**src/sv/nearest_neighbor_image_resize_assert.svh**
```systemverilog
// Assertion macros shared by the scaler modules.
`ifndef NEAREST_NEIGHBOR_IMAGE_RESIZE_ASSERT_SVH
`define NEAREST_NEIGHBOR_IMAGE_RESIZE_ASSERT_SVH

// consequent checked in the same cycle
`define NNIR_ASSERT_SAME(lbl, ante, cons) \
    lbl: assert property (@(posedge i_clk) disable iff (!i_rst_n) (ante) |-> (cons)) \
        else $error("assertion failed");

// consequent checked in the next cycle
`define NNIR_ASSERT_NEXT(lbl, ante, cons) \
    lbl: assert property (@(posedge i_clk) disable iff (!i_rst_n) (ante) |=> (cons)) \
        else $error("assertion failed");

`endif

```
**src/sv/nnir_pkg.sv**
```systemverilog
// Shared types, constants and helper functions of the image scaler.
package nnir_pkg;

    localparam int MAX_WIDTH   = 256;
    localparam int MAX_HEIGHT  = 256;
    localparam int PIXEL_BITS  = 32;

    localparam int COL_W       = $clog2(MAX_WIDTH);
    localparam int ROW_W       = $clog2(MAX_HEIGHT);
    localparam int ADDR_W      = COL_W + ROW_W;
    localparam int STORE_DEPTH = MAX_WIDTH * MAX_HEIGHT;

    localparam int SIZE_W      = 9;
    localparam int ACC_W       = 25;
    localparam int FRAC_W      = 16;
    localparam int PICK_W      = ACC_W + 1 - FRAC_W;
    localparam int DATA_W      = 32;
    localparam int PADDR_W     = 5;

    localparam logic [ACC_W-1:0]  HALF_Q16  = ACC_W'(32'h8000);
    localparam logic [ACC_W-1:0]  ONE_Q16   = ACC_W'(32'h10000);
    localparam logic [SIZE_W-1:0] SIZE_ONE  = SIZE_W'(1);

    // register indexes (word address bits [4:2])
    localparam logic [2:0] REG_SRC_W  = 3'd0;
    localparam logic [2:0] REG_SRC_H  = 3'd1;
    localparam logic [2:0] REG_DST_W  = 3'd2;
    localparam logic [2:0] REG_DST_H  = 3'd3;
    localparam logic [2:0] REG_STEP_X = 3'd4;
    localparam logic [2:0] REG_STEP_Y = 3'd5;

    // input word function codes
    localparam logic FUNC_LOAD = 1'b0;
    localparam logic FUNC_REQ  = 1'b1;

    typedef struct packed {
        logic [SIZE_W-1:0] src_w;
        logic [SIZE_W-1:0] src_h;
        logic [SIZE_W-1:0] dst_w;
        logic [SIZE_W-1:0] dst_h;
        logic [ACC_W-1:0]  step_x;
        logic [ACC_W-1:0]  step_y;
    } t_cfg;

    typedef struct packed {
        logic load;
        logic req;
        logic mul;
        logic rd;
        logic out_load;
    } t_cmd;

    typedef struct packed {
        logic out_full;
    } t_sts;

    // zero acts as one, oversize acts as the maximum
    function automatic logic [SIZE_W-1:0] fit(input logic [SIZE_W-1:0] v, input int hi);
        logic [SIZE_W-1:0] r;
        if (v == '0) begin
            r = SIZE_ONE;
        end else if (int'(v) > hi) begin
            r = SIZE_W'(hi);
        end else begin
            r = v;
        end
        return r;
    endfunction

    function automatic logic [ACC_W-1:0] acc_add(input logic [ACC_W-1:0] a,
                                                 input logic [ACC_W-1:0] b);
        logic [ACC_W:0] s;
        s = {1'b0, a} + {1'b0, b};
        return s[ACC_W] ? {ACC_W{1'b1}} : s[ACC_W-1:0];
    endfunction

    // round to nearest, clamp to last index
    function automatic logic [PICK_W-1:0] pick(input logic [ACC_W-1:0] acc,
                                               input logic [SIZE_W-1:0] size);
        logic [ACC_W:0]    s;
        logic [PICK_W-1:0] p;
        s = {1'b0, acc} + {1'b0, HALF_Q16};
        p = s[ACC_W:FRAC_W];
        if (int'(p) >= int'(size)) begin
            p = PICK_W'(size - SIZE_ONE);
        end
        return p;
    endfunction

endpackage

```
**src/sv/nnir_ctrl.sv**
```systemverilog
// Sequencer: takes input words and steps a request through multiply, read and output.
module nnir_ctrl import nnir_pkg::*; (
    input  logic i_clk,
    input  logic i_rst_n,
    input  logic i_in_valid,
    input  logic i_func,
    input  logic i_out_ready,
    input  t_sts i_sts,
    output logic o_in_ready,
    output t_cmd o_cmd
);

`include "nearest_neighbor_image_resize_assert.svh"

    localparam logic [1:0] S_IDLE = 2'd0;
    localparam logic [1:0] S_MUL  = 2'd1;
    localparam logic [1:0] S_RD   = 2'd2;
    localparam logic [1:0] S_OUT  = 2'd3;

    logic [1:0] r_state;
    logic [1:0] n_state;
    logic       take;

    assign o_in_ready     = (r_state == S_IDLE);
    assign take           = i_in_valid && o_in_ready;
    assign o_cmd.load     = take && (i_func == FUNC_LOAD);
    assign o_cmd.req      = take && (i_func == FUNC_REQ);
    assign o_cmd.mul      = (r_state == S_MUL);
    assign o_cmd.rd       = (r_state == S_RD);
    // output register free, or being emptied this cycle
    assign o_cmd.out_load = (r_state == S_OUT) && (!i_sts.out_full || i_out_ready);

    always_comb begin
        n_state = r_state;
        case (r_state)
            S_IDLE:  if (o_cmd.req) n_state = S_MUL;
            S_MUL:   n_state = S_RD;
            S_RD:    n_state = S_OUT;
            S_OUT:   if (o_cmd.out_load) n_state = S_IDLE;
            default: n_state = S_IDLE;
        endcase
    end

    always_ff @(posedge i_clk) begin
        if (!i_rst_n) begin
            r_state <= S_IDLE;
        end else begin
            r_state <= n_state;
        end
    end

    `NNIR_ASSERT_NEXT(a_req_to_mul, o_cmd.req, r_state == S_MUL)
    `NNIR_ASSERT_NEXT(a_rd_to_out, r_state == S_RD, r_state == S_OUT)
    `NNIR_ASSERT_NEXT(a_out_waits, r_state == S_OUT && !o_cmd.out_load, r_state == S_OUT)

endmodule

```
**config.mk**
```make
export PLATFORM = sky130hd
export DESIGN_NAME = nnir_ctrl
export DESIGN_NICKNAME = d
export VERILOG_FILES = /design/src/sv/nnir_pkg.sv /design/src/sv/nnir_ctrl.sv
export VERILOG_INCLUDE_DIRS = /design/src /design/src/sv
export SDC_FILE = /design/constraint.sdc
export NUM_CORES = 1
export LEC_CHECK = 0
export BUFFER_PORTS_ARGS = -buffer_cell sky130_fd_sc_hd__buf_2
export CORE_AREA = 4 4 41 43
export CTS_CLUSTER_SIZE = 24
export DETAILED_ROUTE_END_ITERATION = 7
export DIE_AREA = 0 0 45 47
export PLACE_DENSITY = 0.3
export REMOVE_ABC_BUFFERS = 1
export SYNTH_ARGS = -nofsm -noshare
export SYNTH_HDL_FRONTEND = slang
export SYNTH_SLANG_ARGS = --single-unit
```
**constraint.sdc**
```tcl
create_clock -name i_clk -period 4 [get_ports i_clk]
set_clock_uncertainty 0.15 [all_clocks]
set_input_delay 0.8 -clock i_clk [delete_from_list [all_inputs] [get_ports i_clk]]
set_output_delay 0.8 -clock i_clk [all_outputs]
set_load 0.02 [all_outputs]
```
==> results.cfg <==
[logic_synthesis]
synthTopCellsByArea = ha_1 (28%), dfxtp_1 (23%), nand2_1 (8.5%), inv_1 (6.3%), mux2i_1 (5.6%)
synthesis.area_um2 = 178
syn-mean-instance-area_um2 = 8.46
yosys_warnings = 0
ys_seq_elements = 2
netlist.area_leader.share_pct = 28.2
synth_top_area_cell = ha_1
synth_cells = 21
ys_seq_area_share_pct = 22.5
synth_cell_types = 12

[finish]
stdcell_area_um2 = 274
regMostFlops = r_state
antenna_cells = 0
top_regs = r_state x2
largest_reg_flops = 2
fill_cells = 161
drive_above_1_share_pct = 42.9
finalNetCount = 47
area_growth_pct = 54.2

[route]
ant_nets = 0
drt-pass1-iter-count = 1
avgViaCountPerCell = 3.74
avgRoutedWirePerCell_um = 8.46
vias = 187
initialDrtViolationCount = 0
route.detailed.drc = 0
drt_wl_total_um = 423

[job]
maxCapViolations = 0

[cts]
cts_buffer_depth = 2
cts_max_level = 1
cts_num_sinks = 2
clkTransAtPathRegs_ps = 30
cts_tree = done
root_buffer = clkbuf_4
cts_hold_buffers = 0
cts_made_buffers = 3
clock_latency_ps = 220
cts_resized = 0
post_cts_buffers = 0

[critical_path]
path_cells = inv_1, ha_1, and3_1, buf_2
cpPeakStageDelay_ps = 380
cp.required_ps = 3050
r2r_cells = 4
critPathBufInv = 2
worstPathArrival_ps = 1250
endpoint_kind = primary output
start_kind = flip-flop
crit_fanout = 5
crit_cells = 4
crit_slowest_cell = dfxtp_1
critPathKind = flip-flop to primary output
critPathTopFamily = flip-flops

[grt]
antenna_found_initial = 0
grt_pass1_vias = 165
grt_usage_pct = 4.02
grt_first_pass_wirelength_um = 579
grt_overflow = 0
grt_max_degree = 6

[min_path]
min_path_type = flip-flop to flip-flop
hold_depth = 2

[placed_design]
place_area_um2 = 251
place_congestion = 0.638
hpwl_um = 373
port_buffers = 11

[outcome]
outcome = finished clean

[sta]
worst_slew_pin_slew_ps = 174
rsz0062_at_grt = false
period_share_pct = 55.0
final.setup.tns_ps = 0
hold_viol = 0
setup_viol = 0
fmax_mhz = 455
fin_crit_ps = 2200
finalMaxSlewViolations = 0
slew_headroom_pct = 88.4

[floorplan]
coreArea_um2 = 1300
start_util_pct = 13.7
io_pins = 12
dieHeight_um = 47
row_count = 13
die_x_um = 45
die-area_um2 = 2120

[pwr]
p_leak_nw = 0.155
ir_drop_v = 0.000278
powerDensity_nw_per_um2 = 731
## path summary, 6_finish.rpt
| kind | end | from | slack [ps] |
|---|---|---|---|
| max | o_cmd[3] | r_state[0] | 1800 |
| min | r_state[1] | r_state[1] | 350 |
| max reg2reg | r_state[0] | r_state[0] | 2610 |
| min reg2reg | r_state[1] | r_state[1] | 350 |
## cells in the final DEF, fill, tap and decap left out
cell type and instances:
o31a_1 1, nand2_1 4, a21boi_0 1, inv_1 3, and3b_1 1, buf_2 11
nor2_1 1, o21a_1 1, clkbuf_4 3, ha_1 4, dfxtp_1 2, a21oi_2 1
mux2i_1 1, and3_1 1
## worst register-to-register path, stage by stage, from the launching register on
cell,delay [ps]
dfxtp_1,380
inv_1,80
ha_1,260
o31a_1,320
o21a_1,100
## per-stage QoR
stage          utilization, %  setup slack (ps)  cells  hold WS [ps]  power (W)
6_report                 21.1              1800     50           355   0.000200
2_1_floorplan               -              1740     21           318   0.000129
4_1_cts                  21.1              1790     50           364   0.000205
5_1_grt                  21.1              1740     50           381   0.000217
3_5_place_dp             19.3              1820     47           360   0.000160
3_3_place_gp             19.3              1830     47           358   0.000159
## cell families after synthesis
| group | after synthesis | share of synthesized area (%) |
|---|---|---|
| AND/OR/NAND/NOR | 7 | 19.0 |
| AO/OA/AOI/OAI | 4 | 18.3 |
| adder cells (fa/ha/maj) | 4 | 28.2 |
| buffers and inverters | 3 | 6.34 |
| flip-flops | 2 | 22.5 |
| multiplexers | 1 | 5.63 |
## per-layer routing
| layer | global-route usage (%) | wire length (um) |
|---|---|---|
| met1 | 3.61 | 167 |
| met2 | 6.50 | 218 |
| met3 | 3.45 | 37 |
| met4 | 1.75 | 0 |
| met5 | 0 | 0 |
## power breakdown
part / switching (W) / internal, W
registers: 0.0000104 / 0.0000298
clock network: 0.00000991 / 0.0000330
logic: 0.0000710 / 0.0000462
## layout make-up
type,count,area (um^2),share of cell area [%]
multi-input cells,16,126,46.1
repair buffers,11,55.1,20.1
flip-flops and latches,2,40.0,14.6
clock buffers,3,22.5,8.22
well taps,15,18.8,6.85
inverters,3,11.3,4.11
## cell usage after synthesis
cell and instances:
a21boi_0 1, and3b_1 1, o21a_1 1, o31a_1 1, ha_1 4, dfxtp_1 2, mux2i_1 1, inv_1 3
a21oi_2 1, nor2_1 1, nand2_1 4, and3_1 1
No activity file was read; power rests on OpenSTA's default activity.
