<file path="config.mk">
export PLATFORM = sky130hd
export DESIGN_NAME = nnir_regs
export DESIGN_NICKNAME = d
export VERILOG_FILES = /design/src/sv/nearest_neighbor_image_resize_assert.svh /design/src/sv/nnir_pkg.sv /design/src/sv/nnir_regs.sv
export SDC_FILE = /design/constraint.sdc
export NUM_CORES = 1
export LEC_CHECK = 0
export BUFFER_PORTS_ARGS = -buffer_cell sky130_fd_sc_hd__buf_2
export CAP_MARGIN = 25
export CORE_MARGIN = 10
export CORE_UTILIZATION = 49
export CTS_CLUSTER_DIAMETER = 50
export DETAILED_ROUTE_END_ITERATION = 7
export PLACE_DENSITY = 0.81
export SYNTH_ARGS = -nofsm -noshare
export SYNTH_HDL_FRONTEND = slang
export SYNTH_SLANG_ARGS = --single-unit
</file>
<file path="constraint.sdc">
create_clock -name i_clk -period 2 [get_ports i_clk]
set_input_delay 0.4 -clock i_clk [delete_from_list [all_inputs] [get_ports i_clk]]
set_output_delay 0.4 -clock i_clk [all_outputs]
set_load 0.01 [all_outputs]
</file>
<file path="src/sv/nearest_neighbor_image_resize_assert.svh">
// Assertion macros shared by the scaler modules.
`ifndef NEAREST_NEIGHBOR_IMAGE_RESIZE_ASSERT_SVH
`define NEAREST_NEIGHBOR_IMAGE_RESIZE_ASSERT_SVH

// consequent checked in the same cycle
`define NNIR_ASSERT_SAME(lbl, ante, cons) \
    lbl: assert property (@(posedge i_clk) disable iff (!i_rst_n) (ante) |-> (cons)) \
        else $error("assertion failed");

// consequent checked in the next cycle
`define NNIR_ASSERT_NEXT(lbl, ante, cons) \
    lbl: assert property (@(posedge i_clk) disable iff (!i_rst_n) (ante) |=> (cons)) \
        else $error("assertion failed");

`endif

</file>
<file path="src/sv/nnir_pkg.sv">
// Shared types, constants and helper functions of the image scaler.
package nnir_pkg;

    localparam int MAX_WIDTH   = 256;
    localparam int MAX_HEIGHT  = 256;
    localparam int PIXEL_BITS  = 32;

    localparam int COL_W       = $clog2(MAX_WIDTH);
    localparam int ROW_W       = $clog2(MAX_HEIGHT);
    localparam int ADDR_W      = COL_W + ROW_W;
    localparam int STORE_DEPTH = MAX_WIDTH * MAX_HEIGHT;

    localparam int SIZE_W      = 9;
    localparam int ACC_W       = 25;
    localparam int FRAC_W      = 16;
    localparam int PICK_W      = ACC_W + 1 - FRAC_W;
    localparam int DATA_W      = 32;
    localparam int PADDR_W     = 5;

    localparam logic [ACC_W-1:0]  HALF_Q16  = ACC_W'(32'h8000);
    localparam logic [ACC_W-1:0]  ONE_Q16   = ACC_W'(32'h10000);
    localparam logic [SIZE_W-1:0] SIZE_ONE  = SIZE_W'(1);

    // register indexes (word address bits [4:2])
    localparam logic [2:0] REG_SRC_W  = 3'd0;
    localparam logic [2:0] REG_SRC_H  = 3'd1;
    localparam logic [2:0] REG_DST_W  = 3'd2;
    localparam logic [2:0] REG_DST_H  = 3'd3;
    localparam logic [2:0] REG_STEP_X = 3'd4;
    localparam logic [2:0] REG_STEP_Y = 3'd5;

    // input word function codes
    localparam logic FUNC_LOAD = 1'b0;
    localparam logic FUNC_REQ  = 1'b1;

    typedef struct packed {
        logic [SIZE_W-1:0] src_w;
        logic [SIZE_W-1:0] src_h;
        logic [SIZE_W-1:0] dst_w;
        logic [SIZE_W-1:0] dst_h;
        logic [ACC_W-1:0]  step_x;
        logic [ACC_W-1:0]  step_y;
    } t_cfg;

    typedef struct packed {
        logic load;
        logic req;
        logic mul;
        logic rd;
        logic out_load;
    } t_cmd;

    typedef struct packed {
        logic out_full;
    } t_sts;

    // zero acts as one, oversize acts as the maximum
    function automatic logic [SIZE_W-1:0] fit(input logic [SIZE_W-1:0] v, input int hi);
        logic [SIZE_W-1:0] r;
        if (v == '0) begin
            r = SIZE_ONE;
        end else if (int'(v) > hi) begin
            r = SIZE_W'(hi);
        end else begin
            r = v;
        end
        return r;
    endfunction

    function automatic logic [ACC_W-1:0] acc_add(input logic [ACC_W-1:0] a,
                                                 input logic [ACC_W-1:0] b);
        logic [ACC_W:0] s;
        s = {1'b0, a} + {1'b0, b};
        return s[ACC_W] ? {ACC_W{1'b1}} : s[ACC_W-1:0];
    endfunction

    // round to nearest, clamp to last index
    function automatic logic [PICK_W-1:0] pick(input logic [ACC_W-1:0] acc,
                                               input logic [SIZE_W-1:0] size);
        logic [ACC_W:0]    s;
        logic [PICK_W-1:0] p;
        s = {1'b0, acc} + {1'b0, HALF_Q16};
        p = s[ACC_W:FRAC_W];
        if (int'(p) >= int'(size)) begin
            p = PICK_W'(size - SIZE_ONE);
        end
        return p;
    endfunction

endpackage

</file>
<file path="src/sv/nnir_regs.sv">
// APB register file holding the scaler sizes and step ratios.
module nnir_regs import nnir_pkg::*; (
    input  logic               i_clk,
    input  logic               i_rst_n,
    input  logic               psel,
    input  logic               penable,
    input  logic               pwrite,
    input  logic [PADDR_W-1:0] paddr,
    input  logic [DATA_W-1:0]  pwdata,
    output logic [DATA_W-1:0]  prdata,
    output logic               pready,
    output t_cfg               o_cfg
);

    t_cfg       r_cfg;
    logic       wr_en;
    logic [2:0] idx;

    assign pready = 1'b1;
    assign idx    = paddr[PADDR_W-1:2];
    assign wr_en  = psel && penable && pwrite && pready;

    always_ff @(posedge i_clk) begin
        if (!i_rst_n) begin
            r_cfg.src_w  <= SIZE_ONE;
            r_cfg.src_h  <= SIZE_ONE;
            r_cfg.dst_w  <= SIZE_ONE;
            r_cfg.dst_h  <= SIZE_ONE;
            r_cfg.step_x <= ONE_Q16;
            r_cfg.step_y <= ONE_Q16;
        end else if (wr_en) begin
            case (idx)
                REG_SRC_W:  r_cfg.src_w  <= pwdata[SIZE_W-1:0];
                REG_SRC_H:  r_cfg.src_h  <= pwdata[SIZE_W-1:0];
                REG_DST_W:  r_cfg.dst_w  <= pwdata[SIZE_W-1:0];
                REG_DST_H:  r_cfg.dst_h  <= pwdata[SIZE_W-1:0];
                REG_STEP_X: r_cfg.step_x <= pwdata[ACC_W-1:0];
                REG_STEP_Y: r_cfg.step_y <= pwdata[ACC_W-1:0];
                default:    ;
            endcase
        end
    end

    always_comb begin
        case (idx)
            REG_SRC_W:  prdata = DATA_W'(r_cfg.src_w);
            REG_SRC_H:  prdata = DATA_W'(r_cfg.src_h);
            REG_DST_W:  prdata = DATA_W'(r_cfg.dst_w);
            REG_DST_H:  prdata = DATA_W'(r_cfg.dst_h);
            REG_STEP_X: prdata = DATA_W'(r_cfg.step_x);
            REG_STEP_Y: prdata = DATA_W'(r_cfg.step_y);
            default:    prdata = '0;
        endcase
    end

    assign o_cfg = r_cfg;

endmodule

</file>
==> flow_summary.json <==
{
  "status": "finished clean",
  "worstHoldPathCells": 3,
  "yosys-top-cells-area": "dfxtp_1 43%, mux2i_1 29%, nand2_1 9.8%",
  "post-route-period-util": 0.968,
  "num_rows": 32,
  "fmax_mhz": 516,
  "numClockSinks": 86,
  "cts_resized": 0,
  "cp.required_ps": 1600,
  "vdd_drop_max_uv": 488,
  "synthMuxAreaShare": 0.304,
  "grt_usage": 0.182,
  "grt_pass1_vias": 3691,
  "hold_viol": 0,
  "synth_top_area_frac": 0.430,
  "synth_compound_area_frac": 0.0437,
  "clockBufferDepth": 2,
  "place_congestion": 0.893,
  "period_minus_slack_ps": 1940,
  "slew_viol_final": 0,
  "wire_per_inst_um": 17.2,
  "synth_fa_ha_area_frac": 0,
  "cts-root-buf": "clkbuf_8",
  "cts_hold_repair.buffers": 0,
  "ys_seq_elements": 86,
  "crit_type": "in -> out",
  "placeableCoreArea_um2": 7850,
  "antenna_cells": 0,
  "dp_hpwl_um": 8910,
  "setup_violations": 0,
  "vias": 3471,
  "netlist_instances": 419,
  "cp.arrival_ps": 1540,
  "fin_cells": 670,
  "syn_avg_cell_area_um2": 9.56,
  "end_kind": "output pin",
  "clk_pin_slew_ps": 90,
  "start_util": 0.511,
  "pin_count": 161,
  "drive_above_1_share": 0.349,
  "synth_top_area_cell": "dfxtp_1",
  "cellLeakagePower_nw": 2.52,
  "cts_setup_buffers": 0,
  "p_total_mw": 3.15,
  "routed_wl_um": 11600,
  "port_buffers": 143,
  "fin_skew_ps": 0,
  "antenna_found_initial": 0,
  "hp-class": "in -> reg",
  "largest_register_ffs": 86,
  "synth-simple-area-share": 0.158,
  "drt_iter0_drc": 94,
  "area_growth_pct": 27.0,
  "synth-xor-area-share": 0,
  "clock_latency_ps": 340,
  "cp-start-kind": "primary input",
  "placedCellCount": 654,
  "grt_max_degree": 49,
  "grt_pass1_wl_um": 18800,
  "numCtsBuffers": 9,
  "tns_ps": 0,
  "yosysUniqueCellTypes": 33,
  "die-area_um2": 12200,
  "ant_nets": 0,
  "overflow": 0,
  "synth_top_family_by_area": "multiplexers",
  "syn-cell-area_um2": 4010,
  "rsz0062_at_grt": "no",
  "viasPerCell": 5.18,
  "crit_fanout": 14,
  "route.detailed.drc": 0,
  "ys_seq_area_frac": 0.430,
  "die_w_um": 110,
  "ff2ff_path_depth": 2,
  "nets": 605,
  "cts_max_level": 3,
  "fp.dieH_um": 110,
  "power.density_nw_per_um2": 619,
  "cts_tree": "yes",
  "maxCapViolCount": 0,
  "firstDrtPassIters": 4,
  "ys.warnings.count": 0
}
## metal layers
layer  up-vias  wire length (µm)  track usage
met4         0               127       0.0501
met3        12              1180       0.0800
met1      1637              4670        0.201
met5         -                 0            0
li1       1696                 -            -
met2       126              5580        0.310
## Yosys cell counts
library cell,instances
nor2_2,1
o311ai_0,1
and3b_1,1
nor2_1,19
buf_4,9
nor3b_1,1
or3_1,4
a311o_1,1
nor2b_1,5
nand2b_4,1
nor2_4,2
o221ai_1,3
nand2b_1,2
inv_1,1
dfxtp_1,86
nand4b_4,1
o32ai_1,1
o22ai_1,1
o211ai_1,1
conb_1,2
clkbuf_1,17
mux2_2,6
buf_2,7
a2bb2oi_1,4
nor3_1,1
a21oi_1,1
or2_1,1
a22oi_1,5
mux2i_1,115
nand4_1,1
buf_6,7
nand2_1,105
o21ai_0,6
## worst max-delay path, cell delays in order
cell,delay (ps)
clkbuf_4,280
buf_12,150
mux2i_1,210
a2bb2oi_1,200
o21ai_0,120
buf_2,160
## where the power goes
group | internal, mW | switching (mW) | leakage [nW]
clock | 0.490 | 0.645 | 0.0849
combinational | 0.115 | 0.168 | 1.74
sequential | 1.72 | 0.0101 | 0.694
total | 2.33 | 0.822 | 2.52
## kinds of logic after synthesis
family          count (synthesis)
simple gates                  145
flops                          86
other cells                     2
buf+inv                        41
mux                           121
compound gates                 24
## cells in the final DEF, fill, tap and decap left out, types with 6 or more instances in the layout
cell type  Yosys  layout
buf_12         0       6
o21ai_0        6       6
dfxtp_1       86      86
buf_4          9      19
clkbuf_8       0      10
conb_1         2       8
nor2_1        19      18
mux2i_1      115     115
nand2_1      105     105
mux2_2         6       6
buf_2          7     141
## through the flow
| step | instance area, µm² | hold slack [ps] | setup WS [ps] | utilization |
|---|---|---|---|---|
| finish | 5090 | 311 | 63.3 | 0.648 |
| global route | 5090 | 302 | 22.6 | 0.648 |
| global placement | 4890 | 452 | 13.4 | 0.624 |
| CTS | 5080 | 304 | 14.3 | 0.647 |
| detailed placement | 4890 | 462 | 13.9 | 0.624 |
| floorplan | 4030 | 487 | 197 | - |
## worst paths after layout
check | start | end | slack, ps
max reg2reg | o_cfg[41] | o_cfg[41] | 1320
min reg2reg | o_cfg[38] | o_cfg[38] | 480
max | paddr[2] | prdata[7] | 60
min | pwdata[19] | o_cfg[19] | 310
## final cells by class
cell class / instances / area, µm²
Multi-Input combinational cell: 298 / 2080
Fill cell: 669 / 2760
Tap cell: 102 / 128
Clock buffer: 10 / 138
Timing Repair Buffer: 167 / 976
Sequential cell: 86 / 1720
Inverter: 1 / 3.75
Clock inverter: 6 / 45.0
Power figures use the tool's default switching activity.
